[config.mk]
export PLATFORM = sky130hd
export DESIGN_NAME = nibble_accumulator_cpu_step_flat
export DESIGN_NICKNAME = d
export VERILOG_FILES = /design/src/nac_pkg.sv /design/src/nac_if.sv /design/src/nac_ram.sv /design/src/nac_exec.sv /design/src/nibble_accumulator_cpu_step.sv /design/src/flat_wrapper.sv
export SDC_FILE = /design/constraint.sdc
export NUM_CORES = 2
export LEC_CHECK = 0
export ABC_CLOCK_PERIOD_IN_PS = 8600
export BUFFER_PORTS_ARGS = -buffer_cell sky130_fd_sc_hd__buf_4
export CORE_ASPECT_RATIO = 1.5
export CORE_MARGIN = 4
export CORE_UTILIZATION = 57
export DETAILED_ROUTE_END_ITERATION = 8
export PLACE_DENSITY = 0.75
export SLEW_MARGIN = 20
export SYNTH_ARGS = -nofsm -noshare
export SYNTH_HDL_FRONTEND = slang
export SYNTH_SLANG_ARGS = --single-unit
export TNS_END_PERCENT = 20
[constraint.sdc]
create_clock -name i_clk -period 8.6 [get_ports i_clk]
set_clock_uncertainty 0.05 [all_clocks]
set_input_delay 0.86 -clock i_clk [delete_from_list [all_inputs] [get_ports i_clk]]
set_output_delay 0.86 -clock i_clk [all_outputs]
set_load 0.02 [all_outputs]
[src/nac_pkg.sv]
`default_nettype none
// ----------------------------------------------------------------------------
// nac_pkg: shared types and codes of the nibble accumulator execute core
// Opcode and subopcode numbering, fault codes and the structs that carry the
// operand snapshot into the execute logic and its decisions back out.
// ----------------------------------------------------------------------------
package nac_pkg;

    // primary opcodes, instr_high[7:4]
    localparam logic [3:0] OP_LDI = 4'd0;
    localparam logic [3:0] OP_LDR = 4'd1;
    localparam logic [3:0] OP_STR = 4'd2;
    localparam logic [3:0] OP_XCH = 4'd3;
    localparam logic [3:0] OP_SRC = 4'd4;
    localparam logic [3:0] OP_ADD = 4'd5;
    localparam logic [3:0] OP_SUB = 4'd6;
    localparam logic [3:0] OP_AND = 4'd7;
    localparam logic [3:0] OP_OR  = 4'd8;
    localparam logic [3:0] OP_XOR = 4'd9;
    localparam logic [3:0] OP_JSR = 4'd10;
    localparam logic [3:0] OP_JZ  = 4'd11;
    localparam logic [3:0] OP_JNZ = 4'd12;
    localparam logic [3:0] OP_JUC = 4'd13;
    localparam logic [3:0] OP_JR  = 4'd14;
    localparam logic [3:0] OP_EXT = 4'd15;

    // extended subopcodes, instr_high[3:0] under OP_EXT
    localparam logic [3:0] SUB_STM  = 4'd0;
    localparam logic [3:0] SUB_LDM  = 4'd1;
    localparam logic [3:0] SUB_MOV  = 4'd2;
    localparam logic [3:0] SUB_XCHR = 4'd3;
    localparam logic [3:0] SUB_NOT  = 4'd4;
    localparam logic [3:0] SUB_RCR  = 4'd5;
    localparam logic [3:0] SUB_RCL  = 4'd6;
    localparam logic [3:0] SUB_RET  = 4'd7;
    localparam logic [3:0] SUB_SHR  = 4'd8;
    localparam logic [3:0] SUB_SHL  = 4'd9;
    localparam logic [3:0] SUB_NOP  = 4'd10;
    localparam logic [3:0] SUB_HALT = 4'd11;

    // fault codes
    localparam logic [1:0] FAULT_NONE      = 2'd0;
    localparam logic [1:0] FAULT_UNKNOWN   = 2'd1;
    localparam logic [1:0] FAULT_UNDERFLOW = 2'd2;
    localparam logic [1:0] FAULT_OVERFLOW  = 2'd3;

    // operand snapshot handed to the execute logic
    typedef struct packed {
        logic [7:0]  instr_high;
        logic [7:0]  instr_low;
        logic [11:0] pc;
        logic [11:0] jump_tgt;   // argument already reduced mod program size
        logic [11:0] stack_top;
        logic [3:0]  acc;
        logic        carry;
        logic [3:0]  src_val;
        logic [3:0]  dst_val;
        logic [3:0]  ram_val;
        logic        sp_empty;
        logic        sp_full;
        logic        halted;
    } t_exe_in;

    // new state and write strobes from the execute logic
    typedef struct packed {
        logic [11:0] pc;
        logic [11:0] ret_pc;
        logic [3:0]  acc;
        logic        carry;
        logic        halted;
        logic [1:0]  fault;
        logic        dst_we;
        logic [3:0]  dst_data;
        logic        src_we;
        logic [3:0]  src_data;
        logic        ram_we;
        logic        dal_we;
        logic        push;
        logic        pop;
    } t_exe_out;

endpackage
`default_nettype wire

[src/nac_if.sv]
`default_nettype none
// ----------------------------------------------------------------------------
// nac_if: valid/ready channels of the execute core
// nac_in_if carries one instruction word, nac_out_if one result word.
// ----------------------------------------------------------------------------
interface nac_in_if;
    logic       valid;
    logic       ready;
    logic [7:0] instr_high;
    logic [7:0] instr_low;

    modport source (output valid, output instr_high, output instr_low, input ready);
    modport sink   (input valid, input instr_high, input instr_low, output ready);
endinterface

interface nac_out_if;
    logic        valid;
    logic        ready;
    logic [11:0] next_pc;
    logic [3:0]  acc_value;
    logic        carry_flag;
    logic        halted;
    logic [1:0]  fault;

    modport source (output valid, output next_pc, output acc_value, output carry_flag,
                    output halted, output fault, input ready);
    modport sink   (input valid, input next_pc, input acc_value, input carry_flag,
                    input halted, input fault, output ready);
endinterface
`default_nettype wire

[src/nac_ram.sv]
`default_nettype none
// ----------------------------------------------------------------------------
// nac_ram: generic simple dual-port RAM
// One write port, one read port with registered read data (old data on a
// read of the address being written).
// ----------------------------------------------------------------------------
module nac_ram #(
    parameter int WIDTH  = 4,
    parameter int DEPTH  = 256,
    parameter int ADDR_W = (DEPTH > 1) ? $clog2(DEPTH) : 1
) (
    input  wire logic              i_clk,
    input  wire logic              i_we,
    input  wire logic [ADDR_W-1:0] i_waddr,
    input  wire logic [WIDTH-1:0]  i_wdata,
    input  wire logic [ADDR_W-1:0] i_raddr,
    output logic      [WIDTH-1:0]  o_rdata
);

    logic [WIDTH-1:0] r_mem [DEPTH];
    logic [WIDTH-1:0] r_rdata;

    // write and registered read
    always_ff @(posedge i_clk) begin
        if (i_we) begin
            r_mem[i_waddr] <= i_wdata;
        end
        r_rdata <= r_mem[i_raddr];
    end

    assign o_rdata = r_rdata;

endmodule
`default_nettype wire

[src/nac_exec.sv]
`default_nettype none
// ----------------------------------------------------------------------------
// nac_exec: instruction execute logic
// Decodes one instruction against the operand snapshot and gives the new
// accumulator, carry, PC, halt flag, fault code and all write strobes.
// ----------------------------------------------------------------------------
module nac_exec import nac_pkg::*; #(
    parameter int PROG_BYTES = 4096
) (
    input  wire t_exe_in  i_x,
    output t_exe_out      o_y
);

    localparam logic [12:0] PB13 = 13'(PROG_BYTES);
    localparam logic [13:0] PB14 = 14'(PROG_BYTES);

    logic [3:0]  op;
    logic [3:0]  sub;
    logic [12:0] seq13;
    logic [11:0] seq_pc;
    logic [13:0] rel0;
    logic [13:0] rel1;
    logic [13:0] rel2;
    logic [4:0]  sum5;
    logic [11:0] npc;
    t_exe_out    y;

    assign op  = i_x.instr_high[7:4];
    assign sub = i_x.instr_high[3:0];

    // sequential PC, wraps at program size
    assign seq13  = {1'b0, i_x.pc} + 13'd2;
    assign seq_pc = (seq13 >= PB13) ? 12'(seq13 - PB13) : seq13[11:0];

    // relative target: PC + 2 + offset, biased by one program size, then folded
    assign rel0 = {2'b00, i_x.pc} + 14'd2 + PB14 + {{6{i_x.instr_low[7]}}, i_x.instr_low};
    assign rel1 = (rel0 >= PB14) ? rel0 - PB14 : rel0;
    assign rel2 = (rel1 >= PB14) ? rel1 - PB14 : rel1;

    assign sum5 = {1'b0, i_x.acc} + {1'b0, i_x.dst_val};

    always_comb begin
        y          = '0;
        y.acc      = i_x.acc;
        y.carry    = i_x.carry;
        y.halted   = i_x.halted;
        y.fault    = FAULT_NONE;
        y.ret_pc   = seq_pc;
        y.dst_data = i_x.acc;
        y.src_data = i_x.dst_val;
        npc        = seq_pc;

        if (!i_x.halted) begin
            case (op)
                OP_LDI: y.acc = i_x.instr_low[3:0];
                OP_LDR: y.acc = i_x.dst_val;
                OP_STR: y.dst_we = 1'b1;
                OP_XCH: begin
                    y.dst_we = 1'b1;
                    y.acc    = i_x.dst_val;
                end
                OP_SRC: y.dal_we = 1'b1;
                OP_ADD: begin
                    y.acc   = sum5[3:0];
                    y.carry = sum5[4];
                end
                OP_SUB: begin
                    y.acc   = i_x.acc - i_x.dst_val;
                    y.carry = (i_x.dst_val > i_x.acc);
                end
                OP_AND: y.acc = i_x.acc & i_x.dst_val;
                OP_OR:  y.acc = i_x.acc | i_x.dst_val;
                OP_XOR: y.acc = i_x.acc ^ i_x.dst_val;
                OP_JSR: begin
                    if (i_x.sp_full) begin
                        y.fault = FAULT_OVERFLOW;
                    end else begin
                        y.push = 1'b1;
                        npc    = i_x.jump_tgt;
                    end
                end
                OP_JZ:  if (i_x.acc == 4'd0) npc = i_x.jump_tgt;
                OP_JNZ: if (i_x.acc != 4'd0) npc = i_x.jump_tgt;
                OP_JUC: npc = i_x.jump_tgt;
                OP_JR:  npc = rel2[11:0];
                OP_EXT: begin
                    case (sub)
                        SUB_STM: y.ram_we = 1'b1;
                        SUB_LDM: y.acc = i_x.ram_val;
                        SUB_MOV: begin
                            y.dst_we   = 1'b1;
                            y.dst_data = i_x.src_val;
                        end
                        SUB_XCHR: begin
                            y.dst_we   = 1'b1;
                            y.dst_data = i_x.src_val;
                            y.src_we   = 1'b1;
                            y.src_data = i_x.dst_val;
                        end
                        SUB_NOT: y.acc = ~i_x.acc;
                        SUB_RCR: begin
                            y.acc   = {i_x.carry, i_x.acc[3:1]};
                            y.carry = i_x.acc[0];
                        end
                        SUB_RCL: begin
                            y.acc   = {i_x.acc[2:0], i_x.carry};
                            y.carry = i_x.acc[3];
                        end
                        SUB_RET: begin
                            if (i_x.sp_empty) begin
                                y.fault = FAULT_UNDERFLOW;
                            end else begin
                                y.pop = 1'b1;
                                npc   = i_x.stack_top;
                            end
                        end
                        SUB_SHR: y.acc = (i_x.instr_low >= 8'd4) ? 4'd0
                                         : i_x.acc >> i_x.instr_low[1:0];
                        SUB_SHL: y.acc = (i_x.instr_low >= 8'd4) ? 4'd0
                                         : i_x.acc << i_x.instr_low[1:0];
                        SUB_NOP: ;
                        SUB_HALT: begin
                            y.halted = 1'b1;
                            npc      = i_x.pc;
                        end
                        default: y.fault = FAULT_UNKNOWN;
                    endcase
                end
                default: ;
            endcase
        end

        // a faulting or halted word leaves the PC where it is
        y.pc = (y.fault == FAULT_NONE && !i_x.halted) ? npc : i_x.pc;
    end

    assign o_y = y;

endmodule
`default_nettype wire

[src/nibble_accumulator_cpu_step.sv]
`default_nettype none
// ----------------------------------------------------------------------------
// nibble_accumulator_cpu_step: execute core of a 4-bit accumulator processor
// One instruction word in, one result word (next PC, accumulator, carry,
// halted, fault) out, with data RAM, register file and return stack inside.
// ----------------------------------------------------------------------------
// Each accepted instruction word yields exactly one result word, by way of the
// input register, then the result register, and a new word can be taken
// every cycle while the result side keeps up. After reset the core clears its
// data RAM one word a cycle, and input ready stays low until the last word is
// cleared, so no instruction is taken before then. The data RAM and the return
// stack are RAMs with registered reads; their read ports are steered to the next
// address in advance and a one-word bypass covers a write just made, so that
// neither holds up the core. PROG_BYTES and DATA_WORDS need not be powers of two.
// ----------------------------------------------------------------------------
module nibble_accumulator_cpu_step import nac_pkg::*; #(
    parameter int DATA_WORDS  = 256,
    parameter int PROG_BYTES  = 4096,
    parameter int REG_COUNT   = 16,
    parameter int STACK_DEPTH = 8
) (
    input  wire logic  i_clk,
    input  wire logic  i_rst_n,
    nac_in_if.sink     i_in,
    nac_out_if.source  o_out
);

    localparam int DAW = $clog2(DATA_WORDS);
    localparam int SAW = (STACK_DEPTH > 1) ? $clog2(STACK_DEPTH) : 1;
    localparam int SPW = $clog2(STACK_DEPTH + 1);
    localparam int RIW = $clog2(REG_COUNT);

    // scaled reciprocals, 2^24 / divisor rounded up
    localparam logic [20:0] PB_RECIP = 21'((2**24 + PROG_BYTES - 1) / PROG_BYTES);
    localparam logic [20:0] DW_RECIP = 21'((2**24 + DATA_WORDS - 1) / DATA_WORDS);

    // remainder of a 12-bit value by a constant: reciprocal multiply for the
    // quotient, then multiply back and subtract
    function automatic logic [11:0] f_reduce(input logic [11:0] x, input logic [12:0] d,
                                             input logic [20:0] m);
        logic [32:0] prod;
        logic [21:0] back;
        prod = {21'd0, x} * {12'd0, m};
        back = {13'd0, prod[32:24]} * {9'd0, d};
        return x - back[11:0];
    endfunction

    // input register
    logic           r_in_valid;
    logic [7:0]     r_hi;
    logic [7:0]     r_lo;
    logic [11:0]    r_tgt;
    logic [DAW-1:0] r_dal_arg;

    // architectural state
    logic [11:0]    r_pc;
    logic [3:0]     r_acc;
    logic           r_carry;
    logic [DAW-1:0] r_dal;
    logic [3:0]     r_regs [REG_COUNT];
    logic [SPW-1:0] r_sp;
    logic           r_halted;

    // clearing pass and RAM bypasses
    logic           r_clr_busy;
    logic [DAW-1:0] r_clr_addr;
    logic           r_ram_fwd;
    logic [3:0]     r_ram_fwd_data;
    logic           r_stk_fwd;
    logic [11:0]    r_stk_fwd_data;

    // result register
    logic           r_out_valid;
    logic [11:0]    r_out_pc;
    logic [3:0]     r_out_acc;
    logic           r_out_carry;
    logic           r_out_halted;
    logic [1:0]     r_out_fault;

    logic           fire;
    logic           in_take;
    logic [11:0]    in_arg;
    logic [DAW-1:0] n_dal;
    logic [SPW-1:0] n_sp;
    logic           ram_we;
    logic [DAW-1:0] ram_waddr;
    logic [3:0]     ram_wdata;
    logic [3:0]     ram_rdata;
    logic [SAW-1:0] stk_raddr;
    logic [11:0]    stk_rdata;
    t_exe_in        ex_in;
    t_exe_out       ex_out;

    // handshake
    assign fire       = r_in_valid && (!r_out_valid || o_out.ready);
    assign i_in.ready = !r_clr_busy && (!r_in_valid || fire);
    assign in_take    = i_in.valid && i_in.ready;
    assign in_arg     = {i_in.instr_high[3:0], i_in.instr_low};

    // input register; jump and latch arguments are reduced on the way in
    always_ff @(posedge i_clk) begin
        if (!i_rst_n) begin
            r_in_valid <= 1'b0;
        end else if (in_take) begin
            r_in_valid <= 1'b1;
        end else if (fire) begin
            r_in_valid <= 1'b0;
        end
    end

    always_ff @(posedge i_clk) begin
        if (in_take) begin
            r_hi      <= i_in.instr_high;
            r_lo      <= i_in.instr_low;
            r_tgt     <= f_reduce(in_arg, 13'(PROG_BYTES), PB_RECIP);
            r_dal_arg <= DAW'(f_reduce(in_arg, 13'(DATA_WORDS), DW_RECIP));
        end
    end

    // operand snapshot
    always_comb begin
        ex_in            = '0;
        ex_in.instr_high = r_hi;
        ex_in.instr_low  = r_lo;
        ex_in.pc         = r_pc;
        ex_in.jump_tgt   = r_tgt;
        ex_in.stack_top  = r_stk_fwd ? r_stk_fwd_data : stk_rdata;
        ex_in.acc        = r_acc;
        ex_in.carry      = r_carry;
        ex_in.src_val    = r_regs[r_lo[4 +: RIW]];
        ex_in.dst_val    = r_regs[r_lo[0 +: RIW]];
        ex_in.ram_val    = r_ram_fwd ? r_ram_fwd_data : ram_rdata;
        ex_in.sp_empty   = (r_sp == '0);
        ex_in.sp_full    = (r_sp == SPW'(STACK_DEPTH));
        ex_in.halted     = r_halted;
    end

    nac_exec #(
        .PROG_BYTES (PROG_BYTES)
    ) u_exec (
        .i_x (ex_in),
        .o_y (ex_out)
    );

    // next latch and stack pointer, used to steer the RAM read ports ahead
    assign n_dal = (fire && ex_out.dal_we) ? r_dal_arg : r_dal;
    always_comb begin
        n_sp = r_sp;
        if (fire && ex_out.push) n_sp = r_sp + SPW'(1);
        if (fire && ex_out.pop)  n_sp = r_sp - SPW'(1);
    end
    assign stk_raddr = (n_sp == '0) ? '0 : SAW'(n_sp - SPW'(1));

    // architectural state update
    always_ff @(posedge i_clk) begin
        if (!i_rst_n) begin
            r_pc     <= '0;
            r_acc    <= '0;
            r_carry  <= 1'b0;
            r_dal    <= '0;
            r_sp     <= '0;
            r_halted <= 1'b0;
            for (int i = 0; i < REG_COUNT; i++) r_regs[i] <= '0;
        end else begin
            r_dal <= n_dal;
            r_sp  <= n_sp;
            if (fire) begin
                r_pc     <= ex_out.pc;
                r_acc    <= ex_out.acc;
                r_carry  <= ex_out.carry;
                r_halted <= ex_out.halted;
                if (ex_out.src_we) r_regs[r_lo[4 +: RIW]] <= ex_out.src_data;
                if (ex_out.dst_we) r_regs[r_lo[0 +: RIW]] <= ex_out.dst_data;
            end
        end
    end

    // clearing pass over the data RAM after reset
    always_ff @(posedge i_clk) begin
        if (!i_rst_n) begin
            r_clr_busy <= 1'b1;
            r_clr_addr <= '0;
        end else if (r_clr_busy) begin
            r_clr_addr <= r_clr_addr + DAW'(1);
            if (r_clr_addr == DAW'(DATA_WORDS - 1)) r_clr_busy <= 1'b0;
        end
    end

    // bypass words for a RAM write made in the previous cycle
    always_ff @(posedge i_clk) begin
        if (!i_rst_n) begin
            r_ram_fwd <= 1'b0;
            r_stk_fwd <= 1'b0;
        end else begin
            r_ram_fwd <= r_clr_busy || (fire && ex_out.ram_we);
            r_stk_fwd <= fire && ex_out.push;
        end
    end

    always_ff @(posedge i_clk) begin
        r_ram_fwd_data <= r_clr_busy ? 4'd0 : r_acc;
        r_stk_fwd_data <= ex_out.ret_pc;
    end

    // data RAM
    assign ram_we    = r_clr_busy || (fire && ex_out.ram_we);
    assign ram_waddr = r_clr_busy ? r_clr_addr : r_dal;
    assign ram_wdata = r_clr_busy ? 4'd0 : r_acc;

    nac_ram #(
        .WIDTH (4),
        .DEPTH (DATA_WORDS)
    ) u_data_ram (
        .i_clk   (i_clk),
        .i_we    (ram_we),
        .i_waddr (ram_waddr),
        .i_wdata (ram_wdata),
        .i_raddr (n_dal),
        .o_rdata (ram_rdata)
    );

    // return stack
    nac_ram #(
        .WIDTH (12),
        .DEPTH (STACK_DEPTH)
    ) u_ret_stack (
        .i_clk   (i_clk),
        .i_we    (fire && ex_out.push),
        .i_waddr (SAW'(r_sp)),
        .i_wdata (ex_out.ret_pc),
        .i_raddr (stk_raddr),
        .o_rdata (stk_rdata)
    );

    // result register
    always_ff @(posedge i_clk) begin
        if (!i_rst_n) begin
            r_out_valid <= 1'b0;
        end else if (fire) begin
            r_out_valid <= 1'b1;
        end else if (o_out.ready) begin
            r_out_valid <= 1'b0;
        end
    end

    always_ff @(posedge i_clk) begin
        if (fire) begin
            r_out_pc     <= ex_out.pc;
            r_out_acc    <= ex_out.acc;
            r_out_carry  <= ex_out.carry;
            r_out_halted <= ex_out.halted;
            r_out_fault  <= ex_out.fault;
        end
    end

    assign o_out.valid      = r_out_valid;
    assign o_out.next_pc    = r_out_pc;
    assign o_out.acc_value  = r_out_acc;
    assign o_out.carry_flag = r_out_carry;
    assign o_out.halted     = r_out_halted;
    assign o_out.fault      = r_out_fault;

    // checks
    a_fault_holds_pc: assert property (@(posedge i_clk) disable iff (!i_rst_n)
        (fire && ex_out.fault != FAULT_NONE) |=> (r_pc == $past(r_pc)))
        else $error("faulting word moved the PC");

    a_halt_sticky: assert property (@(posedge i_clk) disable iff (!i_rst_n)
        r_halted |=> r_halted)
        else $error("halted flag dropped");

    a_no_take_while_clearing: assert property (@(posedge i_clk) disable iff (!i_rst_n)
        r_clr_busy |-> !i_in.ready)
        else $error("word taken during RAM clearing pass");

    a_sp_bound: assert property (@(posedge i_clk) disable iff (!i_rst_n)
        r_sp <= SPW'(STACK_DEPTH))
        else $error("stack pointer beyond depth");

    a_push_counts: assert property (@(posedge i_clk) disable iff (!i_rst_n)
        (fire && ex_out.push) |=> (r_sp == $past(r_sp) + SPW'(1)))
        else $error("call did not advance the stack pointer");

endmodule
`default_nettype wire

[src/flat_wrapper.sv]
// flat-port wrapper written by rule: the top's interface ports become plain ports
module nibble_accumulator_cpu_step_flat import nac_pkg::*;
#(
    parameter int DATA_WORDS  = 256,
    parameter int PROG_BYTES  = 4096,
    parameter int REG_COUNT   = 16,
    parameter int STACK_DEPTH = 8
)
  (i_clk, i_rst_n, i_in_valid, i_in_instr_high, i_in_instr_low, i_in_ready, o_out_valid, o_out_next_pc, o_out_acc_value, o_out_carry_flag, o_out_halted, o_out_fault, o_out_ready);
  nac_in_if i_in_i ();
  nac_out_if o_out_i ();
  input  wire logic i_clk;
  input  wire logic i_rst_n;
  input wire logic [$bits(i_in_i.valid)-1:0] i_in_valid;
  input wire logic [$bits(i_in_i.instr_high)-1:0] i_in_instr_high;
  input wire logic [$bits(i_in_i.instr_low)-1:0] i_in_instr_low;
  output wire logic [$bits(i_in_i.ready)-1:0] i_in_ready;
  output wire logic [$bits(o_out_i.valid)-1:0] o_out_valid;
  output wire logic [$bits(o_out_i.next_pc)-1:0] o_out_next_pc;
  output wire logic [$bits(o_out_i.acc_value)-1:0] o_out_acc_value;
  output wire logic [$bits(o_out_i.carry_flag)-1:0] o_out_carry_flag;
  output wire logic [$bits(o_out_i.halted)-1:0] o_out_halted;
  output wire logic [$bits(o_out_i.fault)-1:0] o_out_fault;
  input wire logic [$bits(o_out_i.ready)-1:0] o_out_ready;
  assign i_in_i.valid = i_in_valid;
  assign i_in_i.instr_high = i_in_instr_high;
  assign i_in_i.instr_low = i_in_instr_low;
  assign i_in_ready = i_in_i.ready;
  assign o_out_valid = o_out_i.valid;
  assign o_out_next_pc = o_out_i.next_pc;
  assign o_out_acc_value = o_out_i.acc_value;
  assign o_out_carry_flag = o_out_i.carry_flag;
  assign o_out_halted = o_out_i.halted;
  assign o_out_fault = o_out_i.fault;
  assign o_out_i.ready = o_out_ready;
  nibble_accumulator_cpu_step #(.DATA_WORDS(DATA_WORDS), .PROG_BYTES(PROG_BYTES), .REG_COUNT(REG_COUNT), .STACK_DEPTH(STACK_DEPTH)) u_core (.i_clk(i_clk), .i_rst_n(i_rst_n), .i_in(i_in_i), .o_out(o_out_i));
endmodule
After elaboration in Yosys (flattened, before gate mapping) --
Memory sizes are Yosys's and may differ from the RTL's. A register that Yosys moved wholly into a read port is not among the register bits. Cells that the tools add are included.
Word-level totals: RAM bits 1184, output and inout bits 22, logic and storage cells 179, register bits after elaboration 115, memories kept 3
Memories:
- u_core.u_data_ram.r_mem | depth 256, bits a word 4, read ports 1, clocked after Yosys merged registers in 1, wr ports 1, line nac_ram.sv:20 | logic [WIDTH-1:0] r_mem [DEPTH];
- u_core.u_ret_stack.r_mem | depth 8, bits a word 12, read ports 1, clocked after Yosys merged registers in 1, wr ports 1, line nac_ram.sv:20
- u_core.r_regs | depth 16, bits a word 4, read ports 2, clocked after Yosys merged registers in 2, wr ports 16, line nibble_accumulator_cpu_step.sv:60 | logic [3:0] r_regs [REG_COUNT];
Cells by class: add/sub/neg operators 14, reduce and logical (&&, ||, !) cells 30, equality and inequality tests 28, mux-type cells 70, $lt $le $gt $ge 5, bitwise operators 4, shift operators 2
Operators with widths (count):
- 2-to-1 mux 12 bit | 9
- case mux 12 bit (6 select lines) | 1
- equality test 4 bit, second input constant | 13
- 2-to-1 mux 4 bit | 12
- equality test 4 x 3 -> 1 bit, second input constant | 8
- case mux 4 bit (8 select lines) | 1
- 2-to-1 mux 1 bit | 30
- >= comparator 14 x 13 -> 1 bit, second input constant | 2
- adder 12 x 2 -> 13 bit, second input constant | 2
- case mux 12 bit (2 select lines) | 1
- case mux 4 bit (6 select lines) | 1
- subtractor 12 x 1 -> 12 bit, second input constant | 2
- 2-to-1 mux 22 bit | 1
- zero test 4 bit | 5
- equality test 4 x 2 -> 1 bit, second input constant | 4
- 2-to-1 mux 8 bit | 2
- adder 13 x 13 -> 14 bit, second input constant | 1
- adder 14 bit | 1
- 2-to-1 mux 14 bit | 1
- subtractor 14 x 13 -> 14 bit, second input constant | 1
- >= comparator 13 bit, second input constant | 1
- OR reduction 11 bit | 1
- 2-to-1 mux 10 bit | 1
- 2-to-1 mux 5 bit | 2
- 30 further kinds | 50

Longest topological paths before layout --
depth in word-level cells 11, depth in mapped cells 19

By module --
Synthesis repeated with hierarchy kept, for this count alone.
Second synthesis, totals: cell total of the unflattened synthesis 3334, area total of the unflattened synthesis 55897.4 sq um
Modules (own cells, without submodules):
- nac_ram at u_core.u_data_ram | times used 1, seq. area each 30829.6 sq um, area an instance 40675.3 sq um, cells an instance 2051
- nibble_accumulator_cpu_step | times used 1, seq. area each 4344.2 sq um, area an instance 8152.8 sq um, cells an instance 657
- nac_ram at u_core.u_ret_stack | times used 1, seq. area each 3123.0 sq um, area an instance 3987.6 sq um, cells an instance 164
- nac_exec | times used 1, seq. area each 0.0 sq um, area an instance 3081.7 sq um, cells an instance 462

Worst setup path before layout --
Ideal clock, no wire load.
path type register to register, start reg u_core.r_acc[1], end mem u_core.u_data_ram.r_mem[0][1] (data pin), setup slack 0.404 ns, stages on the path, launching flop included 4, data arrival time 6.749 ns, required time 7.153 ns, library setup time 1.397 ns, clock period less this slack 8.196 ns, cell sequence dfxtp_1 clkbuf_1 inv_1 nor2_1
Between the ends: word-level cells in the longest chain between the ends 1
Ends and longest elaborated chain:
- start, declared | line nibble_accumulator_cpu_step.sv:57 | logic [3:0] r_acc;
- start signal, assigned | line nibble_accumulator_cpu_step.sv:169 | r_acc <= ex_out.acc;
- 2-to-1 mux 4 bit
- via u_core.ram_wdata[1] | line nibble_accumulator_cpu_step.sv:87 | logic [3:0] ram_wdata;
- end, declared | line nac_ram.sv:20
The timed path passes the listed nets, and every way through them passes these cells.

Worst setup path after layout --
start reg u_core.r_hi[4], end reg u_core.u_data_ram.r_rdata[0], in the netlist u_core.u_data_ram.o_rdata[0], read port of u_core.u_data_ram.r_mem
Between the ends: word-level cells in the longest chain between the ends 5
Ends and longest elaborated chain:
- start, declared | line nibble_accumulator_cpu_step.sv:50 | logic [7:0] r_hi;
- start signal, assigned | line nibble_accumulator_cpu_step.sv:113 | r_hi <= i_in.instr_high;
- equality test 4 x 3 -> 1 bit | line nac_exec.sv:54 | case (op)
- 2-to-1 mux 1 bit | line nac_exec.sv:54
- 2-to-1 mux 22 bit | line nac_exec.sv:53 | if (!i_x.halted) begin
- logical AND 1 bit | line nibble_accumulator_cpu_step.sv:146 | assign n_dal = (fire && ex_out.dal_we) ? r_dal_arg : r_dal;
- 2-to-1 mux 8 bit | line nibble_accumulator_cpu_step.sv:146
- end, declared | line nac_ram.sv:21 | logic [WIDTH-1:0] r_rdata;
Every way passes these cells. A chain may end at the register's enable or synchronous reset.

==> impl_metrics.csv <==
group,metric,value,unit
placed_design,place_area,0.0572,mm2
floorplan,die_w,263,um
setup_path,startpoint,"u_core.r_hi[4]",
setup_path,cp_max_fo,25,
floorplan,fp.coreArea,0.0969,mm2
power_and_ir_drop,switching_share,19.6,%
finish,final_area,0.0609,mm2
logic_synthesis,synthFlopType,"edfxtp_1",
finish,multi_input_comb_area,0.0162,mm2
power_and_ir_drop,clkPwrFrac,42.3,%
logic_synthesis,synth_cells,4152,
clock_network,clock_sinks,1303,
finish,utilization,62.9,%
setup_path,critPathLaunchType,"flop",
run,maxCapViolations,0,
clock_network,cts.htree.levels,3,
timing,rsz0062_at_grt,"no",
logic_synthesis,ys_ff_latch,1303,
setup_path,rr_startpoint,"u_core.r_hi[4]",
power_and_ir_drop,share_comb_of_total_power,0.9,%
setup_path,required,9.14,ns
setup_path,end_kind,"flop",
floorplan,pin_count,42,
finish,regArea,0.0383,mm2
power_and_ir_drop,p_int,9.72,mW
clock_network,cts-root-buf,"clkbuf_16",
clock_network,cts_tree,"built",
grt,first_global_vias,35000,
clock_network,cts_setup_buffers,0,
logic_synthesis,synth-edff-count,1220,
grt,grt_overflow,0,
power_and_ir_drop,power_leakage,22.8,nW
finish,area_growth,9.65,%
logic_synthesis,synth_cell_types,88,
setup_path,slowest_stage,"a21oi_4",
floorplan,num_rows,140,
logic_synthesis,yosysWarnings,0,
finish,layout_common_cells,"1220 x edfxtp_1, 578 x nand2_1, 345 x nor2_1",
floorplan,initial_utilization,57.4,%
finish,drive_gt1_share,10.1,%
placed_design,place_ws,3.46,ns
setup_path,worst-setup-path-type,"flop to flop",
route,drtIter0Drc,3963,
setup_path,crit_path_max_incr_delay,0.90,ns
route,wire_per_inst,25.6,um
clock_network,cts_buffers,115,
route,drtPass1Iterations,8,
timing,hold_slack,0.261,ns
grt,antenna_found_initial,2,
floorplan,die_height,390,um
placed_design,dp.cells,5275,
timing,setup_viol,0,
route,vias_per_cell,6.41,
finish,diodes,0,
finish,final_common_cell,"edfxtp_1",
route,ant_nets,0,
route,vias,35200,
timing,worst_pin_slew,1.25,ns
timing,fin_tns_setup,0,ns
power_and_ir_drop,powerDensity,198,mW/mm2
power_and_ir_drop,pwr-share-seq,56.8,%
power_and_ir_drop,finalPower,12.1,mW
timing,finalWorstSetupSlack,3.17,ns
logic_synthesis,syn-mean-instance-area,13.4,um2
clock_network,path_clk_slew,0.07,ns
route,totalWireLength,140,mm
timing,fin_crit_sh,63.1,%
clock_network,postCtsResizedCells,0,
setup_path,crit_chain,"nor4b_4 -> nand3_1 -> a21oi_4 -> buf_4 -> o22ai_1 -> o21ai_0 -> nand4_1 -> nor3_1 -> nor4_1",
grt,grt_max_degree,209,
finish,finalNetCount,4177,
timing,slew_headroom,16.2,%
timing,period_minus_slack,5.43,ns
logic_synthesis,syn-cell-area,0.0556,mm2
logic_synthesis,synth_nets,4215,
grt,grt_first_pass_wirelength,209,mm
timing,maxSlewViolCount,0,
clock_network,hold_buffers,0,
logic_synthesis,ys_seq_area_share,68.9,%
clock_network,clock_path_buffers,3,
grt,gr-usage-all-layers,26.8,%
placed_design,gp_congestion,0.954,
worst_hold_path,hold_start,"i_in_instr_high[4]",
finish,nFillCells,6920,
clock_network,clkLatencyLatePin,0.73,ns
worst_hold_path,hold_path.class,"input port to flop",
logic_synthesis,postSynth.asyncResetShare,0,%
timing,hold_viol,0,
status,status,"finished, final reports clean",
placed_design,io_buffers,41,
power_and_ir_drop,power_switching,2.36,mW
power_and_ir_drop,ir_drop,0.174,mV
placed_design,dpl.hpwl,87.2,mm
finish,final_cell_count_no_fill,5489,
setup_path,cp_data_arrival_time,5.97,ns
floorplan,fp.dieArea,0.103,mm2
route,drc,0,
timing,max_clock_freq,184,MHz
[kinds of logic after synthesis]
logic type      count (synthesis)  share of synthesized area (%)
compound gates                669                           8.08
xor+xnor                       29                          0.457
fa+ha+maj                      43                           1.01
buf+inv                       308                           2.30
flops                        1303                           68.9
mux                           397                           8.07
simple gates                 1403                           11.1
[synth_stat cells (15+ instances only)]
master,count,area share [%]
a211oi_1,18,0.24
a21oi_1,60,0.54
a31oi_1,51,0.57
a32oi_1,38,0.60
and3_1,17,0.19
buf_2,64,0.58
clkbuf_1,185,1.2
dfxtp_1,83,3.0
edfxtp_1,1220,66
ha_1,40,0.90
inv_1,37,0.25
mux2_2,28,0.57
mux2i_1,325,5.9
mux4_2,36,1.5
nand2_1,579,3.9
nand2b_1,16,0.18
nand3_1,233,2.1
nand4_1,60,0.68
nor2_1,350,2.4
nor2b_1,29,0.33
nor3_1,58,0.52
o21ai_0,130,1.2
o21ai_1,15,0.14
o22ai_1,215,2.4
xor2_1,17,0.27
[path summary, 6_finish.rpt]
kind | to | slack (ns) | depth (start not counted)
min reg2reg | u_core.r_in_valid | 0.47 | 2
max reg2reg | u_core.u_data_ram.o_rdata[0] | 3.17 | 9
min | u_core.r_hi[4] | 0.26 | 1
max | u_core.u_data_ram.o_rdata[0] | 3.17 | 9
[registers in the layout, summed over array words and instances, names as in the netlist, 8 cells and up, named ones only]
signal,flops
u_core.u_data_ram.r_mem,1024
u_core.r_pc,12
u_core.r_tgt,11
u_core.r_clr_addr,8
u_core.r_regs,64
u_core.u_ret_stack.r_mem,96
u_core.o_out.next_pc,12
u_core.u_ret_stack.o_rdata,12
u_core.r_dal,8
u_core.r_stk_fwd_data,12
[worst max-delay path: cells and delay by family, from the launching register on]
family          cells  cell delay [ns]
compound gates      3             1.77
buf+inv             1             0.44
simple gates        5             2.31
flops               1             0.71
[routing by layer]
metal,GRT usage (%),vias up,wire (um)
met5,0,-,0
met4,17.4,0,10700
met3,4.53,482,10200
met2,47.1,1715,71400
met1,30.3,17300,48000
li1,-,15700,-
[power by group through the flow]
stage                     registers (mW)  clock network (mW)  logic [mW]
final                               6.86                5.11       0.108
after global routing                6.86                5.42       0.112
after CTS                           6.86                5.16       0.105
after detailed placement            7.00                   0       0.104
after global placement              7.00                   0       0.104
after floorplan                     6.99                   0      0.0532
[area by class of cell]
class                   instances  share of cell area (%)
multi-input cells            2541                    26.6
well taps                    1278                    2.62
clock inverters                74                    1.18
inverters                      40                   0.246
flip-flops and latches       1303                    62.9
clock buffers                 140                    4.95
repair buffers                113                    1.56
Power figures use the tool's default switching activity.
